[src/rtl/nrc_pkg.sv]
`default_nettype none
package nrc_pkg;

   localparam int ENDPOINT_FIELD_BITS = 32;
   localparam int INDEX_OUT_BITS      = 6;
   localparam int COUNT_OUT_BITS      = 6;
   localparam int REQ_DATA_BITS       = 64;
   localparam int RSP_DATA_BITS       = 24;

   typedef enum logic [1:0] {
      ST_LOAD,
      ST_SWEEP,
      ST_DRAIN,
      ST_EMIT
   } state_type;

   typedef struct packed {
      logic load;
      logic start_set;
      logic step;
      logic next_item;
      logic finish;
   } cmd_type;

   typedef struct packed {
      logic j_last;
      logic i_last;
   } status_type;

endpackage
`default_nettype wire

[src/rtl/nrc_ctrl.sv]
`default_nettype none
module nrc_ctrl (
   input  wire logic               clock,
   input  wire logic               reset,
   input  wire logic               req_tvalid,
   input  wire logic               req_tlast,
   input  wire logic               rsp_tready,
   input  wire nrc_pkg::status_type status,
   output nrc_pkg::cmd_type        cmd,
   output logic                    req_tready,
   output logic                    rsp_tvalid,
   output logic                    rsp_tlast
);

   nrc_pkg::state_type state_ff;
   nrc_pkg::state_type state_in;

   always_ff @(posedge clock) begin
      if (reset) begin
         state_ff <= nrc_pkg::ST_LOAD;
      end else begin
         state_ff <= state_in;
      end
   end

   always_comb begin
      state_in   = state_ff;
      cmd        = '0;
      req_tready = 1'b0;
      rsp_tvalid = 1'b0;
      rsp_tlast  = status.i_last;
      case (state_ff)
         nrc_pkg::ST_LOAD: begin
            req_tready = 1'b1;
            if (req_tvalid) begin
               cmd.load = 1'b1;
               if (req_tlast) begin
                  cmd.start_set = 1'b1;
                  state_in      = nrc_pkg::ST_SWEEP;
               end
            end
         end
         nrc_pkg::ST_SWEEP: begin
            cmd.step = 1'b1;
            if (status.j_last) begin
               state_in = nrc_pkg::ST_DRAIN;
            end
         end
         nrc_pkg::ST_DRAIN: begin
            state_in = nrc_pkg::ST_EMIT;
         end
         nrc_pkg::ST_EMIT: begin
            rsp_tvalid = 1'b1;
            if (rsp_tready) begin
               if (status.i_last) begin
                  cmd.finish = 1'b1;
                  state_in   = nrc_pkg::ST_LOAD;
               end else begin
                  cmd.next_item = 1'b1;
                  state_in      = nrc_pkg::ST_SWEEP;
               end
            end
         end
         default: begin
            state_in = nrc_pkg::ST_LOAD;
         end
      endcase
   end

endmodule
`default_nettype wire

[config.mk]
export PLATFORM = sky130hd
export DESIGN_NAME = nrc_ctrl
export DESIGN_NICKNAME = d
export VERILOG_FILES = /design/src/rtl/nrc_pkg.sv /design/src/rtl/nrc_ctrl.sv
export SDC_FILE = /design/constraint.sdc
export NUM_CORES = 1
export LEC_CHECK = 0
export BUFFER_PORTS_ARGS = -buffer_cell sky130_fd_sc_hd__buf_4
export CORE_AREA = 2 2 39 41
export DETAILED_ROUTE_END_ITERATION = 10
export DIE_AREA = 0 0 41 43
export SKIP_LAST_GASP = 1
export SLEW_MARGIN = 15
export SYNTH_ARGS = -nofsm -noshare
export SYNTH_HDL_FRONTEND = slang
export SYNTH_SLANG_ARGS = --single-unit
[constraint.sdc]
create_clock -name clock -period 1.4 [get_ports clock]
set_input_delay 0.14 -clock clock [delete_from_list [all_inputs] [get_ports clock]]
set_output_delay 0.14 -clock clock [all_outputs]
set_load 0.02 [all_outputs]
# Word level (Yosys, flattened, before mapping)
# Index checks and enable logic that the tools add are counted.
# classes
n_eq_ne,7
n_reduce_logical,2
n_mux,16
# op_table
operator,n
2-bit 2-to-1 mux,8
"2-bit inequality test, second input constant",4
2-bit one-hot mux with 4 select lines,1
1-bit 2-to-1 mux,7
"2-bit equality test, second input constant",2
4-bit AND reduction,1
"2-bit by 1-bit equality test with 1-bit output, second input constant",1
2-bit logical NOT,1
# totals
wordCells,26
register_bits,2

# Depth between registers and ports, before layout
# logic_depth
depth_word,3
ltp_mapped,5
mapped_depth_nobuf,5

# Worst setup path before layout
# Ideal clock, no wire load.
# synth_timing
path_kind,reg-to-reg
from,register state_ff[1]
to,register state_ff[0]
path_stages_with_launch,6
t_required_ps,1288
setup_ps,112
n_path_buf,0
path_slack_ps,-152
arrival_ps,1440
period_less_slack_ps,1552
path_cell_list,dfxtp_1 > inv_1 > ha_1 > nor2b_4 > a211o_1 > a2111oi_1
# synth_via
elab_chain_len,3
elab_cells_between_ends,10
# synth_lines
item,line,source
"start, declared",nrc_ctrl.sv:15,nrc_pkg::state_type state_ff;
"start signal, assigned",nrc_ctrl.sv:20,state_ff <= nrc_pkg::ST_LOAD;
"start signal, assigned",nrc_ctrl.sv:22,state_ff <= state_in;
"2-bit by 1-bit equality test with 1-bit output, or another cell as far along",nrc_ctrl.sv:32,case (state_ff)
2-bit inequality test (no line),-,
4-bit AND reduction (no line),-,
# Several ways; a longest one is shown, not always the timed one.
# A chain may end at the register's enable or synchronous reset.

# Worst setup path in the final report
# layout_timing
from,register state_ff[0]
to,register state_ff[0]
# Same word-level chain as after synthesis.

==> results_dict.tcl <==
set metrics [dict create \
    antenna_found_initial 0 \
    crit_path_max_incr_delay_ps 370 \
    clk_path_buf_depth 2 \
    grt_max_degree 6 \
    synthFlopType "dfxtp_1" \
    port_buffers 14 \
    status "complete, no violations" \
    clockRootBuffer "clkbuf_4" \
    hold_viol_final 0 \
    post-place-cells 55 \
    tightest_slew_ps 335 \
    grt_pass1_wl_microns 772 \
    cts_tree "done" \
    cts_buffers 3 \
    netlist_instances 24 \
    critical_path_class "flop to flop" \
    hold_class "input port to flop" \
    r2r_end "state_ff[0]" \
    firstDrtPassIters 2 \
    p_total_mw 0.888 \
    setup_viol 0 \
    routed_wl_microns 580 \
    crit_path_top_delay_cell "dfxtp_4" \
    syn-num-nets 34 \
    cts_hold_buffers 0 \
    gp_congestion 0.571 \
    path_clk_slew_ps 30 \
    clk_latency_ps 220 \
    drv_slew 0 \
    fp.coreArea_sq_mm 0.00138 \
    cts_sinks 2 \
    n_fill_cell 151 \
    h-tree-depth 1 \
    r2r_start "state_ff[0]" \
    gr-usage-all-layers_pct 6.81 \
    drtAntennaViolNets 0 \
    p_leak_nw 0.211 \
    pin_count 15 \
    nNetsFinal 57 \
    cp-end-kind "flop" \
    hold_ws_ps 85.6 \
    rows 14 \
    synthDistinctLibCells 14 \
    syn_avg_cell_area_sq_um 8.91 \
    min-delay-start "reset" \
    dieArea_sq_mm 0.00176 \
    wl_per_cell_microns 9.51 \
    placed_area_sq_um 367 \
    cp.arrival_ps 1500 \
    reg_top3 "state_ff: 2 flops" \
    yosysWarnings 0 \
    ys_seq_elements 2 \
    async_flop_share_pct 0 \
    stdcell_area_sq_um 467 \
    ys_seq_area_share_pct 18.7 \
    power.density_mw_per_mm2 1900 \
    drive_above_1_share_pct 75.6 \
    post-route-period-util_pct 99.1 \
    hold_end "state_ff[0]" \
    cp_cell_sequence "ha_4, nor2b_4, a211o_1, a2111oi_2" \
    rsz0062_at_grt "yes" \
    viasPerCell 4.18 \
    synth_area_sq_um 214 \
    hpwl_microns 414 \
    drc 0 \
    synth_edf_count 0 \
    start_util_pct 15.5 \
    worstRegToRegCells 4 \
    diodes 0 \
    yosys.area.top_type_share_pct 18.7 \
    pre_cts_ws_ps -18.9 \
    r2r_slack_ps 10 \
    timing.final.ws_setup_ps 12.5 \
    yosys.area.top_type "dfxtp_1" \
    tns_ps 0 \
    period_minus_slack_ps 1390 \
    fin_cells 61 \
    die_y_microns 43 \
    critPathLaunchType "flop" \
    cp_data_required_time_ps 1510 \
    area_growth_pct 118 \
    clock.fmax_mhz 721 \
    die_w_microns 41 \
    final_util_pct 33.7 \
    clock_skew_ps 4.23 \
    relSlewSlack_pct 77.6 \
    vdd_drop_max_uv 899 \
    grt_pass1_vias 201 \
    vias 255 \
    largest_reg_flops 2 \
    cap_violations 0 \
    top_register "state_ff" \
    synth_area_leaders "dfxtp_1 19%, ha_1 18%, nor2b_4 13%" \
    path_max_fanout 5 \
    dr.first_iter.drc_count 3 \
    grt-ovfl-total 0 \
    hold_depth 2 \
    synth_common_cells "3 x and3_1, 3 x ha_1, 3 x inv_1, 3 x nand2b_1" \
]
[routing by layer]
metal / vias up / track usage (%) / wire length (microns)
met3: 0 / 5.24 / 59
met1: 117 / 7.03 / 199
met4: 0 / 4.00 / 0
li1: 128 / - / -
met2: 10 / 9.38 / 321
met5: - / 0 / 0
[timing repair]
action                     4_1_cts  5_1_grt
setup endpoints to repair        3        3
gates resized for setup          3       10
setup buffers                    1        2
pin swaps                        1        3
[where the power goes]
group	switching [mW]	total, mW	internal, mW
Clock	0.0308	0.125	0.0943
Combinational	0.260	0.614	0.353
Sequential	0.0536	0.150	0.0962
Total	0.345	0.888	0.544
[cell type report]
| class | count | area [sq um] | area share, % |
|---|---|---|---|
| Clock buffer | 3 | 22.5 | 4.83 |
| Inverter | 3 | 13.8 | 2.95 |
| Multi-Input combinational cell | 18 | 209 | 44.8 |
| Sequential cell | 2 | 47.5 | 10.2 |
| Tap cell | 16 | 20.0 | 4.29 |
| Timing Repair Buffer | 19 | 154 | 33.0 |
[kinds of logic (layout without fill, tap and decap cells)]
| kind of cell | count (synthesis) | count (layout) | share of synthesized area (%) |
|---|---|---|---|
| buffers and inverters | 4 | 25 | 8.77 |
| muxes | 1 | 1 | 4.68 |
| and+or+nand+nor | 11 | 11 | 37.4 |
| AOI/OAI and AO/OA | 3 | 3 | 12.9 |
| adders and majority gates | 3 | 3 | 17.5 |
| DFF | 2 | 2 | 18.7 |
[worst max-delay path, delay by kind of cell, from the launching register on]
kind            cells  cell delay (ps)
flops               1              370
compound gates      2              600
fa+ha+maj           1              180
simple gates        1              130
[layout by cell type (no fill, tap or decap), types with 2 or more instances in the layout]
cell,n
buf_6,3
dfxtp_4,2
ha_4,3
and3_1,2
clkbuf_4,3
a2111oi_2,2
buf_4,16
nand2b_1,3
nor2b_4,2
[how the worst max path moves through the flow]
stage	endpoint	cells past startpoint	start
5_1_grt	state_ff[0]	4	state_ff[0]
3_3_place_gp	state_ff[0]	5	state_ff[1]
3_5_place_dp	state_ff[0]	5	state_ff[1]
6_report	state_ff[0]	4	state_ff[0]
4_1_cts	state_ff[0]	5	state_ff[1]
2_1_floorplan	state_ff[0]	5	state_ff[1]
No activity file was read; power rests on OpenSTA's default activity.
